## config.mk

```make
export PLATFORM = sky130hd
export DESIGN_NAME = number_to_storage_encoder
export DESIGN_NICKNAME = d
export VERILOG_FILES = /design/src/sv/ntse_pkg.sv /design/src/sv/ntse_front.sv /design/src/sv/ntse_queue.sv /design/src/sv/ntse_back.sv /design/src/sv/number_to_storage_encoder.sv
export SDC_FILE = /design/constraint.sdc
export NUM_CORES = 1
export LEC_CHECK = 0
export BUFFER_PORTS_ARGS = -buffer_cell sky130_fd_sc_hd__clkbuf_2
export CORE_UTILIZATION = 39
export CTS_CLUSTER_DIAMETER = 40
export CTS_CLUSTER_SIZE = 10
export DETAILED_ROUTE_END_ITERATION = 16
export PLACE_DENSITY = 0.64
export REMOVE_ABC_BUFFERS = 1
export SLEW_MARGIN = 20
export SYNTH_ARGS = -nofsm -noshare
export SYNTH_HDL_FRONTEND = slang
export SYNTH_SLANG_ARGS = --single-unit
```

## constraint.sdc

```tcl
create_clock -name clock -period 5.75 [get_ports clock]
set_clock_uncertainty 0.05 [all_clocks]
set_input_delay 0.2875 -clock clock [delete_from_list [all_inputs] [get_ports clock]]
set_output_delay 0.2875 -clock clock [all_outputs]
set_load 0.05 [all_outputs]
```

## src/sv/ntse_pkg.sv

```systemverilog
// ntse_pkg: shared types, constants and byte helpers for the number-to-storage encoder.
// No dependencies; used by every module of the block.
package ntse_pkg;

   localparam int MAG_W        = 64;
   localparam int CNT_W        = 4;           // holds byte counts 1..9
   localparam int QUEUE_DEPTH  = 2;

   localparam logic [7:0] SIGN_BIT  = 8'h80;
   localparam logic [7:0] COLL_BASE = 8'hC8;

   typedef enum logic {
      KIND_STORAGE   = 1'b0,
      KIND_COLLATION = 1'b1
   } kind_type;

   // classified request, as handed from front to back
   typedef struct packed {
      logic [MAG_W-1:0] mag;
      logic             neg;
      kind_type         kind;
      logic             err;      // negative zero
      logic [CNT_W-1:0] nbytes;   // significant bytes, 1..8
      logic [CNT_W-1:0] count;    // bytes to emit, 1..9
   } desc_type;

   typedef struct packed {
      logic has_data;
      logic has_room;
   } q_status_type;

   function automatic logic [7:0] byte_of(input logic [MAG_W-1:0] mag, input logic [2:0] sel);
      byte_of = mag[{sel, 3'b000} +: 8];
   endfunction

   function automatic logic [CNT_W-1:0] sig_bytes(input logic [MAG_W-1:0] mag);
      logic [CNT_W-1:0] n;
      n = CNT_W'(1);
      for (int k = 1; k < 8; k++) begin
         if ((mag >> (8 * k)) != '0) begin
            n = CNT_W'(k + 1);
         end
      end
      sig_bytes = n;
   endfunction

endpackage

```

## src/sv/ntse_front.sv

```systemverilog
// ntse_front: accepts requests and classifies them into descriptors (length, count, error).
// Depends on ntse_pkg.
module ntse_front (
   input  logic                  clock,
   input  logic                  reset,
   input  logic                  req_tvalid,
   output logic                  req_tready,
   input  logic [63:0]           req_tdata,
   input  logic [1:0]            req_tuser,
   output logic                  push_valid,
   input  logic                  push_ready,
   output ntse_pkg::desc_type    push_desc
);

   logic               valid_ff, valid_in;
   ntse_pkg::desc_type desc_ff, desc_in;
   logic               take;

   logic [ntse_pkg::CNT_W-1:0] n;
   logic [7:0]                 top_byte;
   logic                       extra;

   assign req_tready = !valid_ff || push_ready;
   assign take       = req_tvalid && req_tready;
   assign push_valid = valid_ff;
   assign push_desc  = desc_ff;

   always_comb begin
      n        = ntse_pkg::sig_bytes(req_tdata);
      top_byte = ntse_pkg::byte_of(req_tdata, 3'(n - ntse_pkg::CNT_W'(1)));
      extra    = top_byte[7];

      desc_in.mag    = req_tdata;
      desc_in.neg    = req_tuser[0];
      desc_in.kind   = ntse_pkg::kind_type'(req_tuser[1]);
      desc_in.err    = req_tuser[0] && (req_tdata == '0);
      desc_in.nbytes = n;
      if (desc_in.err) begin
         desc_in.count = ntse_pkg::CNT_W'(1);
      end else if (desc_in.kind == ntse_pkg::KIND_COLLATION) begin
         desc_in.count = n + ntse_pkg::CNT_W'(1);
      end else begin
         desc_in.count = n + ntse_pkg::CNT_W'(extra);
      end

      if (take) begin
         valid_in = 1'b1;
      end else if (push_ready) begin
         valid_in = 1'b0;
      end else begin
         valid_in = valid_ff;
      end
   end

   always_ff @(posedge clock) begin
      if (reset) begin
         valid_ff <= 1'b0;
      end else begin
         valid_ff <= valid_in;
      end
   end

   always_ff @(posedge clock) begin
      if (take) begin
         desc_ff <= desc_in;
      end
   end

endmodule

```

## src/sv/ntse_queue.sv

```systemverilog
// ntse_queue: short register FIFO of descriptors between front and back.
// Depends on ntse_pkg.
module ntse_queue #(
   parameter int DEPTH = ntse_pkg::QUEUE_DEPTH
) (
   input  logic                    clock,
   input  logic                    reset,
   input  logic                    push_valid,
   input  ntse_pkg::desc_type      push_desc,
   input  logic                    pop,
   output ntse_pkg::desc_type      head_desc,
   output ntse_pkg::q_status_type  status
);

   localparam int PW = (DEPTH > 1) ? $clog2(DEPTH) : 1;
   localparam int LW = $clog2(DEPTH + 1);

   ntse_pkg::desc_type entry_ff [DEPTH];
   logic [PW-1:0] wr_ptr_ff, wr_ptr_in, rd_ptr_ff, rd_ptr_in;
   logic [LW-1:0] level_ff, level_in;
   logic          do_push, do_pop;

   assign status.has_data = (level_ff != '0);
   assign status.has_room = (level_ff != LW'(DEPTH));
   assign do_push   = push_valid && status.has_room;
   assign do_pop    = pop && status.has_data;
   assign head_desc = entry_ff[rd_ptr_ff];

   always_comb begin
      wr_ptr_in = wr_ptr_ff;
      rd_ptr_in = rd_ptr_ff;
      level_in  = level_ff;
      if (do_push) begin
         wr_ptr_in = (wr_ptr_ff == PW'(DEPTH - 1)) ? '0 : wr_ptr_ff + PW'(1);
      end
      if (do_pop) begin
         rd_ptr_in = (rd_ptr_ff == PW'(DEPTH - 1)) ? '0 : rd_ptr_ff + PW'(1);
      end
      if (do_push && !do_pop) begin
         level_in = level_ff + LW'(1);
      end else if (do_pop && !do_push) begin
         level_in = level_ff - LW'(1);
      end
   end

   always_ff @(posedge clock) begin
      if (reset) begin
         wr_ptr_ff <= '0;
         rd_ptr_ff <= '0;
         level_ff  <= '0;
      end else begin
         wr_ptr_ff <= wr_ptr_in;
         rd_ptr_ff <= rd_ptr_in;
         level_ff  <= level_in;
      end
   end

   always_ff @(posedge clock) begin
      if (do_push) begin
         entry_ff[wr_ptr_ff] <= push_desc;
      end
   end

endmodule

```

## src/sv/ntse_back.sv

```systemverilog
// ntse_back: walks the head descriptor one byte per unstalled cycle into the registered response slot.
// Depends on ntse_pkg.
module ntse_back (
   input  logic                    clock,
   input  logic                    reset,
   input  ntse_pkg::desc_type      head_desc,
   input  ntse_pkg::q_status_type  status,
   output logic                    pop,
   output logic                    rsp_tvalid,
   input  logic                    rsp_tready,
   output logic [7:0]              rsp_tdata,
   output logic                    rsp_tlast,
   output logic [0:0]              rsp_tuser
);

   logic [ntse_pkg::CNT_W-1:0] idx_ff, idx_in;
   logic       valid_ff, valid_in;
   logic [7:0] byte_ff, byte_in;
   logic       last_ff, last_in;
   logic       err_ff;
   logic       adv;
   logic [7:0] mag_byte;
   logic [2:0] sel;

   assign adv        = status.has_data && (!valid_ff || rsp_tready);
   assign last_in    = (idx_ff == head_desc.count - ntse_pkg::CNT_W'(1));
   assign pop        = adv && last_in;
   assign rsp_tvalid = valid_ff;
   assign rsp_tdata  = byte_ff;
   assign rsp_tlast  = last_ff;
   assign rsp_tuser  = err_ff;

   always_comb begin
      // storage walks LSB first, collation MSB first after the prefix
      if (head_desc.kind == ntse_pkg::KIND_COLLATION) begin
         sel = 3'(head_desc.nbytes - idx_ff);
      end else begin
         sel = idx_ff[2:0];
      end
      mag_byte = ntse_pkg::byte_of(head_desc.mag, sel);

      byte_in = mag_byte;
      if (head_desc.err) begin
         byte_in = '0;
      end else if (head_desc.kind == ntse_pkg::KIND_COLLATION) begin
         if (idx_ff == '0) begin
            byte_in = head_desc.neg ? ntse_pkg::COLL_BASE - 8'(head_desc.nbytes)
                                    : ntse_pkg::COLL_BASE + 8'(head_desc.nbytes) - 8'd1;
         end else if (head_desc.neg) begin
            byte_in = ~mag_byte;
         end
      end else begin
         if (idx_ff == head_desc.nbytes) begin
            // sign byte after a top byte with its high bit set
            byte_in = head_desc.neg ? ntse_pkg::SIGN_BIT : 8'h00;
         end else if (head_desc.neg && last_in) begin
            byte_in = mag_byte | ntse_pkg::SIGN_BIT;
         end
      end

      if (adv) begin
         idx_in = last_in ? '0 : idx_ff + ntse_pkg::CNT_W'(1);
      end else begin
         idx_in = idx_ff;
      end

      if (adv) begin
         valid_in = 1'b1;
      end else if (rsp_tready) begin
         valid_in = 1'b0;
      end else begin
         valid_in = valid_ff;
      end
   end

   always_ff @(posedge clock) begin
      if (reset) begin
         valid_ff <= 1'b0;
         idx_ff   <= '0;
      end else begin
         valid_ff <= valid_in;
         idx_ff   <= idx_in;
      end
   end

   always_ff @(posedge clock) begin
      if (adv) begin
         byte_ff <= byte_in;
         last_ff <= last_in;
         err_ff  <= head_desc.err;
      end
   end

endmodule

```

## src/sv/number_to_storage_encoder.sv

```systemverilog
// number_to_storage_encoder: top level, order-preserving integer key encoder.
// Path: a request passes the front register, the queue and the output register before rsp_tvalid rises.
// Output: one response byte per cycle while rsp_tready is high; a request yields 1..9 bytes,
// paced by the single byte emitter in the back end. Next request is taken while bytes flow.
// Reset: synchronous, active high; clears front, queue and output valid state.
// Depends on ntse_pkg, ntse_front, ntse_queue, ntse_back.
module number_to_storage_encoder #(
   parameter int QUEUE_DEPTH = ntse_pkg::QUEUE_DEPTH
) (
   input  logic        clock,
   input  logic        reset,
   // request channel
   input  logic        req_tvalid,
   output logic        req_tready,
   input  logic [63:0] req_tdata,   // [63:0] magnitude
   input  logic [1:0]  req_tuser,   // [0] negative, [1] kind (0 storage, 1 collation)
   // response channel, one encoded byte per transfer
   output logic        rsp_tvalid,
   input  logic        rsp_tready,
   output logic [7:0]  rsp_tdata,   // [7:0] out_byte
   output logic        rsp_tlast,   // final byte of this number
   output logic [0:0]  rsp_tuser    // [0] error (negative zero)
);

   // front -> queue
   logic                   push_valid;
   ntse_pkg::desc_type     push_desc;
   // queue -> back
   ntse_pkg::desc_type     head_desc;
   ntse_pkg::q_status_type q_status;
   logic                   pop;

   // Front end: registers the request and works out byte length and emit count.
   ntse_front u_front (
      .clock      (clock),
      .reset      (reset),
      .req_tvalid (req_tvalid),
      .req_tready (req_tready),
      .req_tdata  (req_tdata),
      .req_tuser  (req_tuser),
      .push_valid (push_valid),
      .push_ready (q_status.has_room),
      .push_desc  (push_desc)
   );

   // Decoupling queue: front keeps accepting while back is mid-number.
   ntse_queue #(
      .DEPTH (QUEUE_DEPTH)
   ) u_queue (
      .clock      (clock),
      .reset      (reset),
      .push_valid (push_valid),
      .push_desc  (push_desc),
      .pop        (pop),
      .head_desc  (head_desc),
      .status     (q_status)
   );

   // Back end: emits bytes of the head descriptor, pops on its last byte.
   ntse_back u_back (
      .clock      (clock),
      .reset      (reset),
      .head_desc  (head_desc),
      .status     (q_status),
      .pop        (pop),
      .rsp_tvalid (rsp_tvalid),
      .rsp_tready (rsp_tready),
      .rsp_tdata  (rsp_tdata),
      .rsp_tlast  (rsp_tlast),
      .rsp_tuser  (rsp_tuser)
   );

   // error responses are single zero bytes
   a_err_single: assert property (@(posedge clock) disable iff (reset)
      rsp_tvalid && rsp_tuser[0] |-> rsp_tlast && (rsp_tdata == 8'h00))
      else $error("error response is not a lone zero byte");

   // a front entry blocked by a full queue is held unchanged
   a_front_hold: assert property (@(posedge clock) disable iff (reset)
      push_valid && !q_status.has_room |=> push_valid && $stable(push_desc))
      else $error("front entry lost while queue full");

   // back end only pops a queue that holds data
   a_pop_nonempty: assert property (@(posedge clock) disable iff (reset)
      pop |-> q_status.has_data)
      else $error("pop from empty queue");

   // no response is offered right after reset
   a_reset_idle: assert property (@(posedge clock)
      reset |=> !rsp_tvalid)
      else $error("response valid after reset");

endmodule
```

# Word-level counts from Yosys, hierarchy flattened

Memory sizes are Yosys's and may differ from the RTL's. A register that Yosys moved wholly into a read port is not among the register bits.
Index checks and enable logic that the tools add are counted.

Memories kept: 1
Register bits after elaboration: 95
Word-level logic and storage cells: 92
Bits in writable memories: 150

Memories:

| name             | words | bits a word | read ports | clocked after memory_dff | wr ports | line             | text |
|---|---|---|---|---|---|---|---|
| u_queue.entry_ff | 2     | 75          | 1          | 1                        | 1        | ntse_queue.sv:18 | `ntse_pkg::desc_type entry_ff [DEPTH];` |

Shifts and indexed selects: 2
$add $sub $neg: 13
Bitwise operators: 1
Reductions and logical operators: 28
Equal/unequal tests: 3
Mux-type cells: 29

Operators by type and width:

| operator                                                           | number |
|---|---|
| 64-bit nonzero test                                                | 7 |
| 64-bit by 7-bit variable part select with 8-bit output             | 2 |
| 64-bit logical NOT                                                 | 1 |
| 8-bit two-way mux                                                  | 7 |
| 4-bit two-way mux                                                  | 8 |
| 1-bit two-way mux                                                  | 10 |
| 1-bit logical AND                                                  | 9 |
| 4-bit by 1-bit adder with 4-bit output, second input constant      | 2 |
| 7-bit by 5-bit adder with 8-bit output, first input constant       | 1 |
| 4-bit == test                                                      | 2 |
| 8-bit NOT                                                          | 1 |
| 2-bit nonzero test                                                 | 4 |
| 7-bit by 5-bit subtractor with 8-bit output, first input constant  | 1 |
| 8-bit by 1-bit subtractor with 8-bit output, second input constant | 1 |
| 2-bit two-way mux                                                  | 3 |
| 4-bit by 1-bit adder with 4-bit output                             | 1 |
| 1-bit logical NOT                                                  | 4 |
| 4-bit logical NOT                                                  | 1 |
| 4-bit by 1-bit subtractor with 4-bit output, second input constant | 1 |
| 3-bit two-way mux                                                  | 1 |
| 3-bit by 1-bit subtractor with 3-bit output, second input constant | 1 |
| 3-bit subtractor                                                   | 1 |
| 1-bit adder, second input constant                                 | 2 |
| 2-bit by 1-bit adder with 2-bit output, second input constant      | 1 |
| 3 further kinds                                                    | 4 |

# Logic depth before layout (Yosys ltp)

Gate-level depths: netlist of run 1.

Word-level depth: 12
Gate-level depth with buffers: 15
Depth with buffers taken out: 15

# Modules after synthesis

A second synthesis of run 1 with hierarchy kept.

Cell total of the unflattened synthesis: 601
Area total of the unflattened synthesis: 10134.7 sq um

By module, submodules not included:

| module     | cells an instance | times used | area an instance (sq um) |
|---|---|---|---|
| ntse_queue | 257               | 1          | 5645.4 |
| ntse_front | 136               | 1          | 2716.4 |
| ntse_back  | 208               | 1          | 1773.0 |

# Worst setup path after synthesis of run 1

Ideal clock, no wire load.

Path type: register to register
From: register u_queue.level_ff[0]
To: memory u_queue.entry_ff[0][0] (netlist name), enable pin
Path slack: 1.440 ns
Arrival time: 3.751 ns
Cell stages (with the launch flop): 4
Clock period less this slack: 4.310 ns
Cell sequence: dfxtp_1 nand2b_1 nand2_1 nor2_1

Cells in the longest elaborated chain, start to end: 4

Ends and longest elaborated chain:

| what                                    | line             | text |
|---|---|---|
| from (decl)                             | ntse_queue.sv:20 | `logic [LW-1:0] level_ff, level_in;` |
| from (signal assigned)                  | ntse_queue.sv:54 | `level_ff <= level_in;` |
| 2-bit != test                           | ntse_queue.sv:24 | `assign status.has_room = (level_ff != LW'(DEPTH));` |
| 1-bit logical AND                       | ntse_queue.sv:25 | `assign do_push = push_valid && status.has_room;` |
| 1-bit two-way mux                       | ntse_queue.sv:59 | `if (do_push) begin` |
| 1-bit two-way mux (not written as such) | ntse_queue.sv:60 | `entry_ff[wr_ptr_ff] <= push_desc;` |
| to (decl)                               | ntse_queue.sv:18 |  |

No other way between the ends.

==> results.sh, run 1 <==
export IMPL_cts_inserted_buffers=36
export IMPL_synth_top_family_by_area="multiplexers"
export IMPL_fillers=1997
export IMPL_synth_top_cell_by_area="edfxtp_1"
export IMPL_worst_slew_pin_slew_ns=1.08
export IMPL_status="completed"
export IMPL_synth_top_cell_area_share_pct=72.0
export IMPL_drc=0
export IMPL_coreArea_sq_um=24500
export IMPL_gr_usage_met2_pct=30.5
export IMPL_use_met1_pct=20.7
export IMPL_drive_above_1_share_pct=24.5
export IMPL_cts_tree="yes"
export IMPL_met3_usage_pct=2.76
export IMPL_seq_area_frac_synth_pct=74.2
export IMPL_die_w_um=161
export IMPL_ir_worst_vdd_mv=0.197
export IMPL_cts_resized=0
export IMPL_nets=801
export IMPL_synth_adder_area_share_pct=1.48
export IMPL_initial_core_util_pct=40.1
export IMPL_htreeDepth=2
export IMPL_p_leak_nw=4.37
export IMPL_drt_first_pass_iters=4
export IMPL_synth_distinct_cells=52
export IMPL_cts_root_buf="clkbuf_16"
export IMPL_fin_crit_ns=4.39
export IMPL_synth_compound_gate_area_share_pct=3.57
export IMPL_crit_path_max_incr_delay_ns=0.77
export IMPL_final_util_pct=50.2
export IMPL_globalplace_congestion=0.756
export IMPL_syn_area_sq_um=9800
export IMPL_postRouteAntennaNets=0
export IMPL_synthXorXnorAreaFrac_pct=2.22
export IMPL_synthMuxAreaShare_pct=11.5
export IMPL_clock_path_buffers=3
export IMPL_crit_top_cell="ha_1"
export IMPL_portBuffers=81
export IMPL_setup_tns_ns=0
export IMPL_grt_max_degree=76
export IMPL_synthToLayoutAreaGrowth_pct=25.2
export IMPL_grt_usage_pct=17.0
export IMPL_crit_chain="dlygate4sd3_1 > clkbuf_2 > nor4_1 > nand2_1 > a21oi_1 > o21ai_0 > a21oi_1 > inv_1 > ha_1 > mux4_2 > or2_1 > a21o_1 > ha_1 > ha_1 > and2_1"
export IMPL_numClockSinks=246
export IMPL_rows=57
export IMPL_synth_edf_count=235
export IMPL_worst_setup_path_start_kind="primary input"
export IMPL_hold_violations=0
export IMPL_cp_max_fo=6
export IMPL_yosys_area_share_simple_pct=5.21
export IMPL_drtIter0Drc=339
export IMPL_dp_hpwl_um=13600
export IMPL_top_usage_layer="met2"
export IMPL_synthFlopType="edfxtp_1"
export IMPL_rsz0062_at_grt="false"
export IMPL_die_area_sq_um=25800
export IMPL_endpoint_kind="flip-flop"
export IMPL_cp_data_required_time_ns=5.96
export IMPL_vias_per_cell=5.08
export IMPL_num_vias=5405
export IMPL_fin_crit_sh_pct=76.4
export IMPL_drt_wl_total_um=21400
export IMPL_ys_async_sr_fraction_pct=0
export IMPL_cap_violations=0
export IMPL_yosys_warnings=0
export IMPL_yosys_register_bits=246
export IMPL_grt_pass1_wl_um=32800
export IMPL_netlist_instances=545
export IMPL_p_per_area_nw_per_um2=382
export IMPL_min_path_type="primary input to flip-flop"
export IMPL_cpMaxStageDelayCell="nor4_1"
export IMPL_worstSetupPathType="primary input to flip-flop"
export IMPL_wl_per_cell_um=20.1
export IMPL_slew_headroom_pct=28.0
export IMPL_syn_area_per_cell_sq_um=18.0
export IMPL_slew_violations=0
export IMPL_clock_latency_ns=0.50
export IMPL_antenna_found_initial=0
export IMPL_arrival_ns=4.60
export IMPL_io_pins=82
export IMPL_die_y_um=161
export IMPL_finalSetupViolCount=0
export IMPL_grt_pass1_vias=5758
export IMPL_gr_total_overflow=0
export IMPL_clkTransAtPathRegs_ns=0.05
export IMPL_fmax_ghz=0.228
export IMPL_synthTopCellsByArea="edfxtp_1 (72%), mux4_2 (4.4%), mux2i_1 (4.3%)"
worst max-delay path, delay by kind of cell:
kind	cells	cell delay (ns)
and+or+nand+nor	4	1.28
AOI/OAI and AO/OA	4	0.93
adders and majority gates	3	0.81
buffers and inverters	3	0.78
muxes	1	0.51
Yosys cell counts (2+ instances only):
cell type and number:
nor4_1 10, or4_1 6, o211a_1 3, dfxtp_1 11
or2_2 2, a21oi_1 14, nand2_1 28, xor2_1 9
mux2_2 10, o21ai_0 6, o31ai_1 4, ha_1 10
and2_1 3, a311oi_1 2, nor3_1 4, mux4_2 19
xnor2_1 14, nand2b_1 5, nand3_1 6, mux4_1 5
a21o_1 3, nor2b_1 2, a31oi_1 3, a21oi_2 2
buf_2 2, nor2_1 32, buf_6 5, clkbuf_1 7
a211oi_1 7, mux2i_1 42, nand4_1 3, edfxtp_1 235
inv_1 12
cells by family after synthesis:
logic type      Yosys count
compound gates           51
xor+xnor                 24
fa+ha+maj                11
buf+inv                  29
flops                   246
mux                      78
simple gates            106
repair_timing:
| item | 4_1_cts | 5_1_grt |
|---|---|---|
| hold buffers | 64 | 0 |
| setup endpoints to repair | 0 | 0 |
| endpoints found under the hold margin | 64 | 0 |
| setup buffers | 0 | 0 |
path summary, 6_finish.rpt:
path | start | to | slack (ns) | depth (start not counted)
setup / recovery | req_tdata[15] | u_front.push_desc[1] | 1.36 | 15
hold / removal | reset | flip-flop | 0.002 | 2
setup reg to reg | flip-flop | u_back.rsp_tdata[7] | 1.45 | 9
hold reg to reg | u_front.push_desc[7] | u_queue.entry_ff[0][7] | 0.39 | 0
cells in the final DEF (no fill, tap or decap), types with 6 or more instances in the layout:
master / Yosys / routed
a211oi_1: 7 / 7
xnor2_1: 14 / 14
nand3_1: 6 / 6
clkbuf_2: 0 / 81
nor2_1: 32 / 31
mux2_2: 10 / 10
or4_1: 6 / 6
inv_1: 12 / 12
dlygate4sd3_1: 0 / 64
clkbuf_16: 0 / 36
nor4_1: 10 / 10
a21oi_1: 14 / 14
buf_4: 1 / 9
mux2i_1: 42 / 42
o21ai_0: 6 / 6
dfxtp_1: 11 / 10
nand2_1: 28 / 28
mux4_2: 19 / 19
xor2_1: 9 / 9
ha_1: 10 / 10
edfxtp_1: 235 / 235
state kept, by name, summed over array words and instances, names as in the netlist, named ones only:
register,flops
u_queue.entry_ff,150
u_queue.rd_ptr_ff,1
u_front.push_desc,75
u_back.rsp_tlast,1
u_back.rsp_tuser,1
u_queue.wr_ptr_ff,1
u_back.rsp_tvalid,1
u_front.push_valid,1
u_back.idx_ff,4
u_queue.level_ff,2
u_back.rsp_tdata,8
through the flow:
step                      hold WS, ns  setup WS [ns]  area (sq um)  instances  total power [W]
after global routing          0.00291           1.07         12300       1063          0.00486
final                         0.00217           1.36         12300       1064          0.00468
after CTS                     0.00371           1.38         12300       1063          0.00473
after global placement          0.372           1.49         10600        942          0.00273
after floorplan                 0.307          0.904          9680        528          0.00256
after detailed placement        0.381           1.40         10600        942          0.00275
final cells by class:
| cell class | instances | area, sq um | area share (%) |
|---|---|---|---|
| diodes | 1 | 2.50 | 0.0204 |
| clock buffers | 40 | 916 | 7.46 |
| clock inverters | 17 | 151 | 1.23 |
| inverters | 12 | 45.0 | 0.367 |
| multi-input cells | 270 | 2360 | 19.3 |
| flip-flops and latches | 246 | 7280 | 59.3 |
| well taps | 324 | 405 | 3.30 |
| repair buffers | 154 | 1110 | 9.07 |
report_power, final:
part / switching, W / internal [W] / total [W]
Combinational: 0.000350 / 0.000253 / 0.000604
Clock: 0.000745 / 0.00119 / 0.00194
Sequential: 0.0000459 / 0.00210 / 0.00214
per-layer routing:
metal / vias up / wire length [um]
met5: - / 0
met4: 0 / 393
met3: 29 / 991
met2: 175 / 11400
met1: 2704 / 8550
li1: 2497 / -
No activity file was read; power rests on OpenSTA's default activity.
==> inputs of run 2 (changes only) <==
PLACE_DENSITY = 0.66   (was 0.64)
clock period = 3.9 ns   (was 5.75 ns; I/O delays follow)
==> results.sh, run 2 (synthesis results as in run 1) <==
export IMPL_status="completed"
export IMPL_dp_slack_ns=0.165
export IMPL_globalplace_congestion=0.835
export IMPL_power_frac_clock_pct=41.6
export IMPL_io_pins=82
export IMPL_fin_crit_ns=3.63
export IMPL_worst_path_dominant_cell_family="simple AND/OR/NAND/NOR gates"
export IMPL_coreArea_sq_um=24500
export IMPL_rsz0062_at_grt="false"
export IMPL_cp_max_fo=3
export IMPL_vias_per_cell=5.09
export IMPL_layout_cells_most_common="edfxtp_1"
export IMPL_drtIter0Drc=339
export IMPL_critPathBufInv=3
export IMPL_slew_violations=0
export IMPL_endpoint_kind="flip-flop"
export IMPL_grt_pass1_vias=5825
export IMPL_largest_register="u_queue.entry_ff"
export IMPL_fin_crit_sh_pct=93.0
export IMPL_slew_headroom_pct=25.2
export IMPL_die_w_um=161
export IMPL_gr_total_overflow=0
export IMPL_p_per_area_nw_per_um2=560
export IMPL_final_cell_mix="edfxtp_1 (235), clkbuf_2 (81), dlygate4sd3_1 (70), mux2i_1 (42), clkbuf_16 (34)"
export IMPL_worst_slew_pin_slew_ns=1.09
export IMPL_die_y_um=161
export IMPL_cts_tree="yes"
export IMPL_synthToLayoutAreaGrowth_pct=26.9
export IMPL_arrival_ns=3.84
export IMPL_sw_frac_of_total_pct=24.0
export IMPL_drt_first_pass_iters=4
export IMPL_combPwrFrac_pct=13.1
export IMPL_p_leak_nw=4.47
export IMPL_num_vias=5487
export IMPL_grt_usage_pct=16.8
export IMPL_worstSetupPathType="primary input to flip-flop"
export IMPL_die_area_sq_um=25800
export IMPL_clock_latency_ns=0.52
export IMPL_crit_chain="dlygate4sd3_1 > clkbuf_2 > nor4_2 > nand2_1 > a21oi_1 > o21ai_0 > a21oi_1 > inv_1 > ha_1 > mux4_2 > or2_1 > a21o_1 > ha_1 > ha_1 > and2_1"
export IMPL_hold_violations=0
export IMPL_p_switching_w=0.00167
export IMPL_ir_worst_vdd_mv=0.397
export IMPL_largest_reg_flops=150
export IMPL_finalSetupViolCount=0
export IMPL_htreeDepth=2
export IMPL_diodes=0
export IMPL_cap_violations=0
export IMPL_cpMaxStageDelayCell="nor4_2"
export IMPL_drive_above_1_share_pct=25.5
export IMPL_clkTransAtPathRegs_ns=0.05
export IMPL_dp_cells=952
export IMPL_rows=57
export IMPL_fin_cells=1077
export IMPL_postRouteAntennaNets=0
export IMPL_worst_setup_path_start_kind="primary input"
export IMPL_fmax_ghz=0.276
export IMPL_min_path_type="primary input to flip-flop"
export IMPL_p_int_w=0.00529
export IMPL_numClockSinks=246
export IMPL_crit_path_max_incr_delay_ns=0.55
export IMPL_wl_per_cell_um=19.6
export IMPL_drt_wl_total_um=21100
export IMPL_cts_inserted_buffers=34
export IMPL_initial_core_util_pct=40.1
export IMPL_crit_top_cell="ha_1"
export IMPL_antenna_found_initial=0
export IMPL_nets=817
export IMPL_grt_pass1_wl_um=32700
export IMPL_clock_path_buffers=3
export IMPL_drc=0
export IMPL_cp_data_required_time_ns=4.11
export IMPL_cts_root_buf="clkbuf_16"
export IMPL_portBuffers=81
export IMPL_seqPwrFrac_pct=45.3
export IMPL_dp_hpwl_um=13600
export IMPL_setup_ws_ns=0.274
export IMPL_grt_max_degree=76
==> run 2: cell count changes in the layout (fill, tap and decap cells not counted), moves of 2 or more <==
cell,delta
buf_4,+11
bufinv_16,+2
clkbuf_16,-2
clkinv_1,-2
dlygate4sd3_1,+6
inv_6,-2
nor4_1,-2
nor4_2,+2
==> run 2: final timing paths <==
kind / startpoint / end / slack, ns / cells after the start
max: req_tdata[13] / u_front.push_desc[1] / 0.27 / 15
min reg2reg: u_front.push_desc[72] / u_queue.entry_ff[0][72] / 0.39 / 0
min: req_tdata[48] / u_front.push_desc[59] / 0.37 / 2
max reg2reg: flip-flop / u_back.rsp_tdata[0] / 0.31 / 13
==> run 2: per-stage QoR <==
stage	setup TNS [ns]	power [W]	hold slack, ns	utilization (%)	instance area (sq um)
3_3_place_gp	0	0.00403	0.337	43.6	10700
3_5_place_dp	0	0.00406	0.340	43.6	10700
4_1_cts	0	0.00700	0.344	50.7	12400
6_report	0	0.00697	0.366	50.9	12400
5_1_grt	0	0.00720	0.358	50.9	12400
2_1_floorplan	-35.46	0.00377	0.214	-	9680
==> run 2: layout make-up <==
cell class | instances | area [sq um]
inverter | 12 | 45.0
sequential | 246 | 7280
timing repair buffer | 172 | 1280
fill | 1942 | 12000
clock inverter | 14 | 190
multi-input combinational | 270 | 2380
clock buffer | 39 | 870
tap | 324 | 405
==> run 2: per-layer routing <==
layer	GRT usage (%)	up-vias	wire length, um
met5	0	-	0
met4	8.35	0	820
met3	3.59	53	1250
met2	28.4	196	10500
met1	20.5	2710	8540
li1	-	2528	-
==> run 2: worst reg2reg max path: stages (launching register included) <==
cell and delay [ns]:
dfxtp_2 0.38, mux2i_1 0.26, ha_1 0.18, inv_1 0.05
fa_1 0.47, mux2i_4 0.34, buf_4 0.19, buf_4 0.14
mux4_1 0.53, nor2b_1 0.14, a211oi_1 0.22, a21oi_1 0.11
mux2i_1 0.19, a31oi_1 0.09
==> run 2: timing repair <==
action	in CTS	in global routing
buffers inserted	0	2
endpoints found under the setup margin	0	3
hold buffers	70	0
endpoints found under the hold margin	73	0
gates resized for setup	0	2
==> run 2: power groups by stage <==
stage                     clock network [W]  registers, W  logic, W
after floorplan                           0       0.00326  0.000507
after global placement                    0       0.00320  0.000836
after detailed placement                  0       0.00321  0.000851
after CTS                           0.00294       0.00315  0.000910
after global routing                0.00305       0.00317  0.000988
final                               0.00290       0.00315  0.000915
==> inputs of run 3 (changes only) <==
CAP_MARGIN = 20   (was unset)
CTS_BUF_LIST = sky130_fd_sc_hd__clkbuf_16   (was unset)
==> results.sh, run 3 (synthesis results as in run 1) <==
export IMPL_r2r_slack_ns=0.31
export IMPL_finalSetupViolCount=0
export IMPL_cts_inserted_buffers=34
export IMPL_ir_worst_vdd_mv=0.398
export IMPL_drc=0
export IMPL_die_y_um=161
export IMPL_slew_headroom_pct=25.2
export IMPL_sw_frac_of_total_pct=24.1
export IMPL_cp_max_fo=3
export IMPL_p_switching_w=0.00168
export IMPL_p_leak_nw=4.49
export IMPL_fin_crit_sh_pct=93.2
export IMPL_rsz0062_at_grt="false"
export IMPL_cts_root_buf="clkbuf_16"
export IMPL_cts_tree="yes"
export IMPL_endpoint_kind="flip-flop"
export IMPL_drtIter0Drc=301
export IMPL_drive_above_1_share_pct=25.5
export IMPL_status="completed"
export IMPL_fillers=1942
export IMPL_postRouteAntennaNets=0
export IMPL_gr_total_overflow=0
export IMPL_synthToLayoutAreaGrowth_pct=26.9
export IMPL_arrival_ns=3.85
export IMPL_p_per_area_nw_per_um2=559
export IMPL_coreArea_sq_um=24500
export IMPL_p_int_w=0.00528
export IMPL_drt_first_pass_iters=5
export IMPL_crit_top_cell="ha_1"
export IMPL_final_cell_mix="edfxtp_1 (235), clkbuf_2 (81), dlygate4sd3_1 (70), mux2i_1 (42), clkbuf_16 (34)"
export IMPL_combPwrFrac_pct=13.2
export IMPL_clock_path_buffers=3
export IMPL_hold_start="req_tdata[48]"
export IMPL_final_util_pct=50.9
export IMPL_worst_setup_path_start_kind="primary input"
export IMPL_grt_pass1_vias=5825
export IMPL_io_pins=82
export IMPL_wl_per_cell_um=19.6
export IMPL_hold_violations=0
export IMPL_num_vias=5526
export IMPL_grt_pass1_wl_um=32700
export IMPL_slew_violations=0
export IMPL_crit_path_max_incr_delay_ns=0.55
export IMPL_vias_per_cell=5.13
export IMPL_clock_latency_ns=0.52
export IMPL_min_path_type="primary input to flip-flop"
export IMPL_globalplace_congestion=0.835
export IMPL_largest_register="u_queue.entry_ff"
export IMPL_grt_usage_pct=16.8
export IMPL_cp_data_required_time_ns=4.11
export IMPL_die_w_um=161
export IMPL_nets=817
export IMPL_worstSetupPathType="primary input to flip-flop"
export IMPL_cp_startpoint="req_tdata[13]"
export IMPL_diodes=0
export IMPL_dp_hpwl_um=13600
export IMPL_clkTransAtPathRegs_ns=0.05
export IMPL_initial_core_util_pct=40.1
export IMPL_numClockSinks=246
export IMPL_cap_violations=0
export IMPL_rows=57
export IMPL_crit_chain="dlygate4sd3_1 > clkbuf_2 > nor4_2 > nand2_1 > a21oi_1 > o21ai_0 > a21oi_1 > inv_1 > ha_1 > mux4_2 > or2_1 > a21o_1 > ha_1 > ha_1 > and2_1"
export IMPL_htreeDepth=2
export IMPL_largest_reg_flops=150
export IMPL_antenna_found_initial=0
export IMPL_seqPwrFrac_pct=45.3
export IMPL_multiInputGateArea_sq_um=2380
export IMPL_drt_wl_total_um=21200
export IMPL_layout_cells_most_common="edfxtp_1"
export IMPL_power_frac_clock_pct=41.5
export IMPL_worst_slew_pin_slew_ns=1.09
export IMPL_fmax_ghz=0.275
export IMPL_regArea_sq_um=7280
export IMPL_power_w=0.00696
export IMPL_fin_crit_ns=3.63
export IMPL_die_area_sq_um=25800
export IMPL_portBuffers=81
export IMPL_grt_max_degree=76
export IMPL_cpMaxStageDelayCell="nor4_2"
## run 3: changes by cell type in the layout (fill, tap and decap cells not counted), sizes merged
cell | before | now
clkbuf | 120 | 115
inv | 14 | 19
## run 3: critical path: cells and delay by family
family,cells,cell delay (ns)
fa+ha+maj,3,0.77
simple gates,4,1.00
buf+inv,3,0.75
mux,1,0.50
compound gates,4,0.62
## run 3: what timing repair did
item,in CTS,in global routing
endpoints found under the setup margin,0,3
setup buffers,0,2
hold buffers,70,0
hold endpoints to repair,73,0
resized for setup,0,2
## run 3: layout make-up
cell class | instances | area share (%)
flip-flops and latches | 246 | 58.5
multi-input cells | 270 | 19.1
repair buffers | 172 | 10.3
clock buffers | 34 | 6.84
well taps | 324 | 3.26
clock inverters | 19 | 1.68
inverters | 12 | 0.362
## run 3: stage by stage
| stage | worst slack, ns | cell area (sq um) | hold WS [ns] | TNS [ns] | std cells |
|---|---|---|---|---|---|
| floorplan | -0.946 | 9680 | 0.214 | -35.46 | 528 |
| global placement | 0.264 | 10700 | 0.337 | 0 | 952 |
| detailed placement | 0.165 | 10700 | 0.340 | 0 | 952 |
| CTS | 0.133 | 12400 | 0.344 | 0 | 1075 |
| global route | 0.0330 | 12400 | 0.358 | 0 | 1077 |
| finish | 0.266 | 12400 | 0.361 | 0 | 1077 |
## run 3: path summary, 6_finish.rpt
kind	endpoint	depth (start not counted)
setup / recovery	u_front.push_desc[1]	15
hold / removal	u_front.push_desc[59]	2
setup reg to reg	u_back.rsp_tdata[0]	13
hold reg to reg	u_queue.entry_ff[1][50]	0
## run 3: layer usage
layer	up-vias	track usage, %	routed length (um)
met3	51	3.59	1370
li1	2529	-	-
met4	0	8.35	811
met1	2729	20.5	8420
met5	-	0	0
met2	217	28.4	10500
## run 3: power groups by stage
stage / registers (W) / clock network [W] / logic (W)
after global placement: 0.00320 / 0 / 0.000836
after floorplan: 0.00326 / 0 / 0.000507
after global routing: 0.00317 / 0.00303 / 0.000988
final: 0.00315 / 0.00289 / 0.000915
after CTS: 0.00315 / 0.00292 / 0.000910
after detailed placement: 0.00321 / 0 / 0.000851
